$ cat config.mk
export PLATFORM = sky130hd
export DESIGN_NAME = integer_to_radix_ascii_top_flat
export DESIGN_NICKNAME = d
export VERILOG_FILES = /design/src/rtl/itora_pkg.sv /design/src/rtl/itora_if.sv /design/src/rtl/itora_div.sv /design/src/rtl/itora_digit_buf.sv /design/src/rtl/integer_to_radix_ascii_top.sv /design/src/flat_wrapper.sv
export SDC_FILE = /design/constraint.sdc
export NUM_CORES = 1
export LEC_CHECK = 0
export BUFFER_PORTS_ARGS = -buffer_cell sky130_fd_sc_hd__buf_2
export CAP_MARGIN = 20
export CORE_UTILIZATION = 50
export CTS_BUF_LIST = sky130_fd_sc_hd__clkbuf_8
export DETAILED_ROUTE_END_ITERATION = 10
export PLACE_DENSITY = 0.69
export SYNTH_ARGS = -nofsm -noshare
export SYNTH_HDL_FRONTEND = slang
export SYNTH_SLANG_ARGS = --single-unit
$ cat constraint.sdc
create_clock -name clock -period 2.3 [get_ports clock]
set_input_delay 0.115 -clock clock [delete_from_list [all_inputs] [get_ports clock]]
set_output_delay 0.115 -clock clock [all_outputs]
set_load 0.03 [all_outputs]
$ cat src/rtl/itora_pkg.sv
package itora_pkg;

   localparam int RADIX_W = 6;
   localparam int CHAR_W  = 8;

   localparam logic [RADIX_W-1:0] RADIX_MIN = 6'd2;
   localparam logic [RADIX_W-1:0] RADIX_MAX = 6'd36;
   localparam logic [RADIX_W-1:0] DEC_DIGITS = 6'd10;

   localparam logic [CHAR_W-1:0] ASCII_ZERO   = 8'h30;
   localparam logic [CHAR_W-1:0] ASCII_LOWER_A = 8'h61;
   localparam logic [CHAR_W-1:0] ASCII_MINUS  = 8'h2d;
   localparam logic [CHAR_W-1:0] CHAR_ERROR   = 8'h00;

   typedef enum logic [2:0] {
      ST_IDLE,
      ST_DIV_START,
      ST_DIV_WAIT,
      ST_SIGN,
      ST_READ,
      ST_EMIT,
      ST_BAD
   } state_type;

   typedef struct packed {
      logic               start;
      logic [RADIX_W-1:0] divisor;
   } div_cmd_type;

   typedef struct packed {
      logic               done;
      logic [RADIX_W-1:0] remainder;
   } div_stat_type;

   // digit value 0..35 to lower-case ascii
   function automatic logic [CHAR_W-1:0] digit_char(input logic [RADIX_W-1:0] digit);
      logic [CHAR_W-1:0] wide;
      wide = {{(CHAR_W-RADIX_W){1'b0}}, digit};
      if (digit < DEC_DIGITS) begin
         digit_char = ASCII_ZERO + wide;
      end else begin
         digit_char = ASCII_LOWER_A + wide - {{(CHAR_W-RADIX_W){1'b0}}, DEC_DIGITS};
      end
   endfunction

endpackage

$ cat src/rtl/itora_if.sv
interface itora_req_if #(parameter int VALUE_WIDTH = 32);
   import itora_pkg::*;
   logic                          valid;
   logic                          ready;
   logic signed [VALUE_WIDTH-1:0] value;
   logic [RADIX_W-1:0]            radix;

   modport source (output valid, value, radix, input ready);
   modport sink   (input valid, value, radix, output ready);
endinterface

interface itora_rsp_if;
   import itora_pkg::*;
   logic              valid;
   logic              ready;
   logic [CHAR_W-1:0] character;
   logic              last;
   logic              bad_radix;

   modport source (output valid, character, last, bad_radix, input ready);
   modport sink   (input valid, character, last, bad_radix, output ready);
endinterface

$ cat src/rtl/itora_div.sv
module itora_div
   import itora_pkg::*;
#(
   parameter int VALUE_WIDTH = 32
) (
   input  logic                   clock,
   input  logic                   reset,
   input  div_cmd_type            cmd,
   input  logic [VALUE_WIDTH-1:0] dividend,
   output div_stat_type           stat,
   output logic [VALUE_WIDTH-1:0] quotient
);

   localparam int CNT_W = $clog2(VALUE_WIDTH + 1);

   logic [VALUE_WIDTH-1:0] quo_ff, quo_in;
   logic [RADIX_W-1:0]     rem_ff, rem_in;
   logic [RADIX_W-1:0]     divisor_ff, divisor_in;
   logic [CNT_W-1:0]       cnt_ff, cnt_in;
   logic                   busy_ff, busy_in;
   logic                   done_ff, done_in;
   logic [RADIX_W:0]       trial;
   logic                   fits;

   // one quotient bit per cycle, restoring
   always_comb begin
      trial = {rem_ff, quo_ff[VALUE_WIDTH-1]};
      fits  = trial >= {1'b0, divisor_ff};
   end

   always_comb begin
      quo_in     = quo_ff;
      rem_in     = rem_ff;
      divisor_in = divisor_ff;
      cnt_in     = cnt_ff;
      busy_in    = busy_ff;
      done_in    = 1'b0;
      if (cmd.start) begin
         quo_in     = dividend;
         rem_in     = '0;
         divisor_in = cmd.divisor;
         cnt_in     = CNT_W'(VALUE_WIDTH);
         busy_in    = 1'b1;
      end else if (busy_ff) begin
         quo_in = {quo_ff[VALUE_WIDTH-2:0], fits};
         rem_in = fits ? RADIX_W'(trial - {1'b0, divisor_ff}) : RADIX_W'(trial);
         cnt_in = cnt_ff - CNT_W'(1);
         if (cnt_ff == CNT_W'(1)) begin
            busy_in = 1'b0;
            done_in = 1'b1;
         end
      end
   end

   always_ff @(posedge clock) begin
      quo_ff     <= quo_in;
      rem_ff     <= rem_in;
      divisor_ff <= divisor_in;
      cnt_ff     <= cnt_in;
      if (reset) begin
         busy_ff <= 1'b0;
         done_ff <= 1'b0;
      end else begin
         busy_ff <= busy_in;
         done_ff <= done_in;
      end
   end

   assign quotient       = quo_ff;
   assign stat.done      = done_ff;
   assign stat.remainder = rem_ff;

endmodule

$ cat src/rtl/itora_digit_buf.sv
module itora_digit_buf
   import itora_pkg::*;
#(
   parameter int DEPTH  = 32,
   parameter int ADDR_W = 5
) (
   input  logic               clock,
   input  logic               wr_en,
   input  logic [ADDR_W-1:0]  wr_addr,
   input  logic [RADIX_W-1:0] wr_data,
   input  logic               rd_en,
   input  logic [ADDR_W-1:0]  rd_addr,
   output logic [RADIX_W-1:0] rd_data
);

   logic [RADIX_W-1:0] mem [DEPTH];
   logic [RADIX_W-1:0] rd_data_ff;

   always_ff @(posedge clock) begin
      if (wr_en) begin
         mem[wr_addr] <= wr_data;
      end
   end

   always_ff @(posedge clock) begin
      if (rd_en) begin
         rd_data_ff <= mem[rd_addr];
      end
   end

   assign rd_data = rd_data_ff;

endmodule

$ cat src/rtl/integer_to_radix_ascii_top.sv
// one word in, one word out per character; digits are produced lsd first by a
// shared bit-serial divider, then read back msd first
// one item at a time: req ready only while idle; bad radix answers in the cycle after accept
// synchronous active-high reset returns the sequencer and divider to idle
module integer_to_radix_ascii_top
   import itora_pkg::*;
#(
   parameter int VALUE_WIDTH = 32
) (
   input  logic        clock,
   input  logic        reset,
   itora_req_if.sink   req_ch,
   itora_rsp_if.source rsp_ch
);

   localparam int ADDR_W = $clog2(VALUE_WIDTH);
   localparam int CNT_W  = $clog2(VALUE_WIDTH + 1);

   state_type state_ff, state_in;

   logic [VALUE_WIDTH-1:0] mag_ff, mag_in;
   logic [RADIX_W-1:0]     radix_ff, radix_in;
   logic                   neg_ff, neg_in;
   logic [CNT_W-1:0]       ndig_ff, ndig_in;
   logic [ADDR_W-1:0]      idx_ff, idx_in;

   logic                   req_fire, rsp_fire, bad_radix;
   div_cmd_type            div_cmd;
   div_stat_type           div_stat;
   logic [VALUE_WIDTH-1:0] quotient;
   logic                   wr_en, rd_en;
   logic [RADIX_W-1:0]     rd_digit;

   assign req_fire  = req_ch.valid & req_ch.ready;
   assign rsp_fire  = rsp_ch.valid & rsp_ch.ready;
   assign bad_radix = (req_ch.radix < RADIX_MIN) || (req_ch.radix > RADIX_MAX);

   itora_div #(
      .VALUE_WIDTH(VALUE_WIDTH)
   ) u_div (
      .clock    (clock),
      .reset    (reset),
      .cmd      (div_cmd),
      .dividend (mag_ff),
      .stat     (div_stat),
      .quotient (quotient)
   );

   itora_digit_buf #(
      .DEPTH  (VALUE_WIDTH),
      .ADDR_W (ADDR_W)
   ) u_buf (
      .clock   (clock),
      .wr_en   (wr_en),
      .wr_addr (ndig_ff[ADDR_W-1:0]),
      .wr_data (div_stat.remainder),
      .rd_en   (rd_en),
      .rd_addr (idx_ff),
      .rd_data (rd_digit)
   );

   // next state
   always_comb begin
      state_in = state_ff;
      case (state_ff)
         ST_IDLE: begin
            if (req_fire) begin
               state_in = bad_radix ? ST_BAD : ST_DIV_START;
            end
         end
         ST_DIV_START: state_in = ST_DIV_WAIT;
         ST_DIV_WAIT: begin
            if (div_stat.done) begin
               if (quotient != '0) begin
                  state_in = ST_DIV_START;
               end else begin
                  state_in = neg_ff ? ST_SIGN : ST_READ;
               end
            end
         end
         ST_SIGN: begin
            if (rsp_fire) begin
               state_in = ST_READ;
            end
         end
         ST_READ: state_in = ST_EMIT;
         ST_EMIT: begin
            if (rsp_fire) begin
               state_in = (idx_ff == '0) ? ST_IDLE : ST_READ;
            end
         end
         ST_BAD: begin
            if (rsp_fire) begin
               state_in = ST_IDLE;
            end
         end
         default: state_in = ST_IDLE;
      endcase
   end

   // outputs
   always_comb begin
      req_ch.ready      = 1'b0;
      rsp_ch.valid      = 1'b0;
      rsp_ch.character  = CHAR_ERROR;
      rsp_ch.last       = 1'b0;
      rsp_ch.bad_radix  = 1'b0;
      div_cmd.start     = 1'b0;
      div_cmd.divisor   = radix_ff;
      wr_en             = 1'b0;
      rd_en             = 1'b0;
      case (state_ff)
         ST_IDLE:      req_ch.ready  = 1'b1;
         ST_DIV_START: div_cmd.start = 1'b1;
         ST_DIV_WAIT:  wr_en         = div_stat.done;
         ST_SIGN: begin
            rsp_ch.valid     = 1'b1;
            rsp_ch.character = ASCII_MINUS;
         end
         ST_READ:      rd_en         = 1'b1;
         ST_EMIT: begin
            rsp_ch.valid     = 1'b1;
            rsp_ch.character = digit_char(rd_digit);
            rsp_ch.last      = (idx_ff == '0);
         end
         ST_BAD: begin
            rsp_ch.valid     = 1'b1;
            rsp_ch.character = CHAR_ERROR;
            rsp_ch.last      = 1'b1;
            rsp_ch.bad_radix = 1'b1;
         end
         default: req_ch.ready = 1'b0;
      endcase
   end

   // datapath
   always_comb begin
      mag_in   = mag_ff;
      radix_in = radix_ff;
      neg_in   = neg_ff;
      ndig_in  = ndig_ff;
      idx_in   = idx_ff;
      case (state_ff)
         ST_IDLE: begin
            if (req_fire) begin
               neg_in   = req_ch.value[VALUE_WIDTH-1];
               // most negative value wraps to its unsigned magnitude
               mag_in   = req_ch.value[VALUE_WIDTH-1] ? (~req_ch.value + 1'b1) : req_ch.value;
               radix_in = req_ch.radix;
               ndig_in  = '0;
            end
         end
         ST_DIV_WAIT: begin
            if (div_stat.done) begin
               mag_in  = quotient;
               ndig_in = ndig_ff + CNT_W'(1);
               idx_in  = ndig_ff[ADDR_W-1:0];
            end
         end
         ST_EMIT: begin
            if (rsp_fire && idx_ff != '0) begin
               idx_in = idx_ff - ADDR_W'(1);
            end
         end
         default: idx_in = idx_ff;
      endcase
   end

   always_ff @(posedge clock) begin
      mag_ff   <= mag_in;
      radix_ff <= radix_in;
      neg_ff   <= neg_in;
      ndig_ff  <= ndig_in;
      idx_ff   <= idx_in;
      if (reset) begin
         state_ff <= ST_IDLE;
      end else begin
         state_ff <= state_in;
      end
   end

endmodule
$ cat src/flat_wrapper.sv
// flat-port wrapper written by rule: the top's interface ports become plain ports
module integer_to_radix_ascii_top_flat import itora_pkg::*;
#(
   parameter int VALUE_WIDTH = 32
)
  (clock, reset, req_ch_valid, req_ch_value, req_ch_radix, req_ch_ready, rsp_ch_valid, rsp_ch_character, rsp_ch_last, rsp_ch_bad_radix, rsp_ch_ready);
  itora_req_if #(.VALUE_WIDTH(VALUE_WIDTH)) req_ch_i ();
  itora_rsp_if rsp_ch_i ();
  input  logic clock;
  input  logic reset;
  input wire logic [$bits(req_ch_i.valid)-1:0] req_ch_valid;
  input wire logic [$bits(req_ch_i.value)-1:0] req_ch_value;
  input wire logic [$bits(req_ch_i.radix)-1:0] req_ch_radix;
  output wire logic [$bits(req_ch_i.ready)-1:0] req_ch_ready;
  output wire logic [$bits(rsp_ch_i.valid)-1:0] rsp_ch_valid;
  output wire logic [$bits(rsp_ch_i.character)-1:0] rsp_ch_character;
  output wire logic [$bits(rsp_ch_i.last)-1:0] rsp_ch_last;
  output wire logic [$bits(rsp_ch_i.bad_radix)-1:0] rsp_ch_bad_radix;
  input wire logic [$bits(rsp_ch_i.ready)-1:0] rsp_ch_ready;
  assign req_ch_i.valid = req_ch_valid;
  assign req_ch_i.value = req_ch_value;
  assign req_ch_i.radix = req_ch_radix;
  assign req_ch_ready = req_ch_i.ready;
  assign rsp_ch_valid = rsp_ch_i.valid;
  assign rsp_ch_character = rsp_ch_i.character;
  assign rsp_ch_last = rsp_ch_i.last;
  assign rsp_ch_bad_radix = rsp_ch_i.bad_radix;
  assign rsp_ch_i.ready = rsp_ch_ready;
  integer_to_radix_ascii_top #(.VALUE_WIDTH(VALUE_WIDTH)) u_core (.clock(clock), .reset(reset), .req_ch(req_ch_i), .rsp_ch(rsp_ch_i));
endmodule
==> summary.txt, run 1 <==
PortBufs: 53
Initial Util: 0.514
Switch Pwr: 5.14 mW
Clock skew: 0.0340 ns
Fraction of registers with async set/reset: 0
Maximum fanout along the worst path: 6
Worst path required time: 2.18 ns
H-tree Lvls: 2
Max-slew headroom: 0.559
Pleak: 5.90 nW
Vias: 8941
Vias in the first global route: 8995
Final period util: 1.06
Final wirelength: 31800 µm
Post-Layout Cell Count: 1553
Fin crit period: 2.44 ns
Core area: 0.0264 mm²
Crit path capture type: output pin
Post-placement cell area: 0.0147 mm²
Slew Limit Fails: 0
Die Area: 0.0278 mm²
ANT cells: 0
Switch share: 0.324
Max cap viols: 0
Syn Nets: 1061
Worst-path clk slew: 0.06 ns
Routability cong.: 0.884
CTS Sinks: 302
Final number of setup-violating endpoints: 6
DIE WIDTH: 167 µm
Core occupancy in the finished layout: 0.617
Synthesized area: 0.0136 mm²
Synth cell types: 57
Top_reg_cell synth: edfxtp_1
Fmax: 410 MHz
Initial antenna violation count: 0
Mapped Avg Cell Area: 13.6 µm²
Gr ovfl total: 0
DR WL/cell: 20.5 µm
Chip height: 167 µm
CTS tree: yes
Crit path DAT: 2.32 ns
Area Growth Syn to Fin: 19.9%
Largest net degree at the start of global routing: 52
First-pass GRT wire length: 48800 µm
HPWL Detailed: 19800 µm
Design Power: 15.9 mW
Yosys warnings: 0
Outcome: finished, violations left
PnR worst setup slack: -0.139 ns
Row count: 59
Final Hold Violating Endpoints: 0
Area taken by multi-input logic gates: 0.00454 mm²
Post-layout nets: 1249
Worst setup SP type: register
Clock tree buffer depth: 3
Maximum VDD drop: 0.000783 V
Finished Cell Area: 0.0163 mm²
Worst slew pin tran: 0.662 ns
Total CTS buffers: 49
Setup TNS: -0.568 ns
Flop pwr share: 0.508
Number of synthesized register bits: 302
RSZ-0062 raised after global routing: true
Root buffer cell: clkbuf_8
Power Density: 978 mW/mm²
# DRC: 0
Post-synth EDFFs: 285
DRT iter0 DRCs: 737
DR vias/cell: 5.76
Int Pwr: 10.8 mW
Dpl ws: -0.0572 ns
Hold slack: 0.0414 ns
Proportion of layout cells with a drive suffix above 1: 0.250
Register area: 0.00890 mm²
Clock share of power: 0.255
First-pass iteration count of the detailed router: 5
Antenna-violating nets left: 0
Synth Instances: 998
Clk Latency, worst-skew pair: 0.58 ns
Setup CP Type: reg -> out
Gr usage total: 0.229
FILL cells: 1953
Failing checks: negative setup slack
Dpl cells: 1415
Combinational share of power: 0.236
Seq/Total Area, Yosys: 0.657
I/O pins: 54
Worst hold path type: in -> reg
-- worst max-delay path, stage by stage, from the launching register on --
cell and delay, ns:
edfxtp_1 0.47, inv_2 0.14, ha_4 0.13, o211ai_1 0.11, nand2_2 0.18, buf_4 0.13
nand3_2 0.09, xnor2_2 0.18, nor2_4 0.15, buf_6 0.15
-- layout by cell type (no fill, tap or decap), types with 14 or more instances in the layout --
cell,n
a21oi_1,24
buf_2,44
buf_4,94
clkbuf_8,49
dfxtp_1,14
dlygate4sd3_1,36
edfxtp_1,285
ha_1,19
inv_1,41
mux2i_1,21
mux4_2,38
nand2_1,151
nand3_1,15
nor2_1,74
o21ai_0,40
xor2_1,33
-- repair_timing --
item	4_1_cts	5_1_grt
hold buffers	36	0
endpoints found under the setup margin	9	12
endpoints found under the hold margin	40	0
resized for setup	28	28
pin swaps	14	13
buffers inserted	10	7
gates cloned	1	1
-- power by group through the flow --
stage               Clock [mW]  Combinational, mW  Sequential, mW
floorplan                    0               2.16            8.11
finish                    4.06               3.76            8.08
global placement             0               3.36            8.14
detailed placement           0               3.48            8.16
global route              4.37               4.17            8.16
CTS                       4.15               3.62            8.06
-- Yosys cell counts, drive strengths merged, types with 15 or more instances --
cell,n,share of area
edfxtp,285,0.63
nand2,153,0.042
a21oi,27,0.010
clkbuf,37,0.010
mux2i,21,0.016
inv,29,0.0080
dfxtp,17,0.025
mux4,38,0.063
nor3,15,0.0055
nand3,16,0.0059
nor2,79,0.022
xor2,33,0.021
ha,20,0.018
o21ai,51,0.019
-- registers in the layout, indices dropped and copies added, names as in the netlist --
name,flops
u_core.u_div.rem_ff,6
u_core.neg_ff,1
u_core.u_div.quotient,32
u_core.u_buf.rd_data,6
u_core.idx_ff,5
u_core.mag_ff,32
u_core.ndig_ff,5
u_core.state_ff,3
u_core.u_div.done_ff,1
u_core.u_div.cnt_ff,6
u_core.radix_ff,6
u_core.u_div.divisor_ff,6
u_core.u_buf.mem,192
u_core.u_div.busy_ff,1
-- final cells by class --
class / count / area share
clock inverter: 34 / 0.00924
sequential: 302 / 0.548
multi-input combinational: 619 / 0.279
tap: 335 / 0.0258
inverter: 29 / 0.00670
clock buffer: 49 / 0.0415
timing repair buffer: 185 / 0.0902
-- worst paths after layout --
| kind | start | to | slack, ns | cells after the start |
|---|---|---|---|---|
| setup / recovery | u_core.u_buf.rd_data[4] | rsp_ch_character[4] | -0.14 | 9 |
| hold reg to reg | u_core.radix_ff[2] | u_core.u_div.divisor_ff[2] | 0.43 | 0 |
| setup reg to reg | u_core.idx_ff[0] | u_core.u_buf.rd_data[4] | 0.06 | 5 |
| hold / removal | req_ch_value[7] | u_core.mag_ff[7] | 0.04 | 3 |
-- metal layers --
layer  track usage  part of all wire
met1         0.304              0.41
met2         0.372              0.48
met3        0.0523             0.079
met4        0.0785             0.026
met5             0                 0
-- kinds of logic after synthesis --
kind of cell    share of synthesized area
simple gates                        0.109
compound gates                     0.0816
fa+ha+maj                          0.0199
xor+xnor                           0.0291
buf+inv                            0.0228
mux                                0.0811
flops                               0.657
Note: power is estimated with default switching activity, not from simulation.
==> inputs of run 2 (changes only) <==
CORE_MARGIN = 2   (was default)
GPL_ROUTABILITY_DRIVEN = 0   (was default)
==> summary.txt, run 2 (synthesis results as in run 1) <==
Chip height: 169 µm (+1.2%)
Final wirelength: 30700 µm (-3.3%)
Die Area: 0.0284 mm² (+2.4%)
Maximum fanout along the worst path: 4 (-2)
Hold Path Depth: 4 (+1)
Initial antenna violation count: 0 (unchanged)
Reg with most FFs: u_core.u_buf.mem
Worst hold path type: in -> reg
Most common cell after layout, fill and taps aside: edfxtp_1
Fin crit period: 2.46 ns (+0.0212 ns)
Largest net degree at the start of global routing: 52 (unchanged)
Failing checks: negative setup slack
FF-to-FF path depth: 5 (unchanged)
CTS tree: yes
Max-slew headroom: 0.463 (-0.0963)
Row count: 60 (+1.7%)
Dpl ws: -0.0231 ns (+0.0342 ns)
HPWL Detailed: 19200 µm (-2.6%)
I/O pins: 54 (unchanged)
Final period util: 1.07 (+0.00921)
DIE WIDTH: 169 µm (+1.2%)
FILL cells: 2037 (+4.3%)
Final Hold Violating Endpoints: 0 (unchanged)
Worst setup SP type: register
Clock tree buffer depth: 3 (unchanged)
Worst slew pin tran: 0.786 ns (+0.124 ns)
Clk Latency, worst-skew pair: 0.58 ns (about the same)
Gr ovfl total: 0 (unchanged)
Setup CP Type: reg -> out
Crit path DAT: 2.35 ns (+0.03 ns)
Root buffer cell: clkbuf_8
Area Growth Syn to Fin: 20.3%
Core area: 0.0268 mm² (+1.7%)
First-pass GRT wire length: 47500 µm (-2.8%)
DR vias/cell: 5.73 (-0.51%)
Worst-path clk slew: 0.06 ns (about the same)
First-pass iteration count of the detailed router: 7 (+2)
CP Cell Sequence: inv_2, ha_4, o211ai_1, and2_4, buf_4, xnor2_2, a21oi_2, nor2_4, buf_6
ANT cells: 0 (unchanged)
Max reg flops: 192 (unchanged)
Slew Limit Fails: 0 (unchanged)
RSZ-0062 raised after global routing: true
PortBufs: 53 (unchanged)
DRT iter0 DRCs: 793 (+7.6%)
Outcome: finished, violations left
Power Density: 994 mW/mm² (+1.6%)
DR WL/cell: 19.7 µm (-3.6%)
Worst path required time: 2.18 ns (about the same)
Post-layout nets: 1242 (-0.56%)
Fmax: 406 MHz (-0.86%)
Pleak: 5.91 nW (+0.18%)
Final number of setup-violating endpoints: 8 (+2)
PnR worst setup slack: -0.160 ns (-0.0212 ns)
Gr usage total: 0.215 (-0.0134)
H-tree Lvls: 2 (unchanged)
Max incr delay on CP: 0.45 ns (-0.02 ns)
Most frequent cells in the layout: edfxtp_1, nand2_1, buf_4
Vias: 8924 (-0.19%)
Max cap viols: 0 (unchanged)
# DRC: 0 (unchanged)
Core occupancy in the finished layout: 0.608 (-0.00851)
Total CTS buffers: 48 (-2.0%)
Vias in the first global route: 8821 (-1.9%)
Clock skew: 0.0284 ns (-0.00558 ns)
Crit path capture type: output pin
Maximum VDD drop: 0.000829 V (+5.9%)
Antenna-violating nets left: 0 (unchanged)
Slowest CP cell: edfxtp_1
Proportion of layout cells with a drive suffix above 1: 0.248 (-0.00144)
Initial Util: 0.506 (-0.00857)
CTS Sinks: 302 (unchanged)
==> run 2: cell count changes in the layout (fill, tap and decap cells not counted), moves of 3 or more <==
| cell | delta |
|---|---|
| buf_4 | -7 |
| inv_1 | -6 |
| clkinv_2 | +4 |
| bufinv_16 | +3 |
==> run 2: repair_timing <==
| action | CTS | global route |
|---|---|---|
| setup endpoints to repair | 9 | 14 |
| pin swaps | 5 | 9 |
| hold buffers | 36 | 0 |
| cloned | 1 | 1 |
| setup buffers | 8 | 5 |
| hold endpoints to repair | 39 | 0 |
| resized for setup | 24 | 25 |
==> run 2: cell type report <==
class,count,area (µm²),area share
timing repair buffer,179,1410,0.0863
multi-input combinational,619,4510,0.276
inverter,29,113,0.00691
sequential,302,8900,0.546
tap,341,427,0.0262
clock inverter,37,246,0.0151
clock buffer,51,702,0.0431
==> run 2: worst paths after layout <==
path,start,slack (ns),endpoint
worst max-delay path,u_core.u_buf.rd_data[4],-0.16,rsp_ch_character[0]
worst max register to register,u_core.idx_ff[0],0.04,u_core.u_buf.rd_data[2]
worst min-delay path,req_ch_value[16],0.04,u_core.mag_ff[16]
worst min register to register,u_core.radix_ff[0],0.42,u_core.u_div.divisor_ff[0]
==> run 2: where the power goes <==
group	internal, mW	leakage (nW)	switching (mW)
registers	7.50	2.77	0.537
logic	1.21	2.62	2.43
clock network	2.40	0.514	2.11
==> run 2: worst max-delay path, delay by kind of cell, from the launching register on <==
family | cells | cell delay, ns
xor+xnor | 1 | 0.15
buf+inv | 3 | 0.45
flops | 1 | 0.45
simple gates | 2 | 0.37
compound gates | 2 | 0.21
fa+ha+maj | 1 | 0.14
==> run 2: per-stage QoR <==
stage / hold WS (ns) / std cells / cell area (µm²) / power, mW / setup TNS (ns)
after floorplan: 0.184 / 998 / 13600 / 10.3 / 0
after global placement: 0.307 / 1419 / 14700 / 11.4 / 0
after detailed placement: 0.308 / 1419 / 14700 / 11.6 / -0.0231
after CTS: 0.0162 / 1552 / 16100 / 16.2 / -0.225
after global routing: 0.0456 / 1558 / 16300 / 17.0 / -1.32
final: 0.0382 / 1558 / 16300 / 16.2 / -0.663
==> run 2: metal layers <==
layer  vias to the layer above  wire, µm  GRT usage
li1                       4146         -          -
met1                      4351     12800      0.291
met2                       367     15100      0.362
met3                        60      2130     0.0332
met4                         0       722     0.0701
met5                         -         0          0
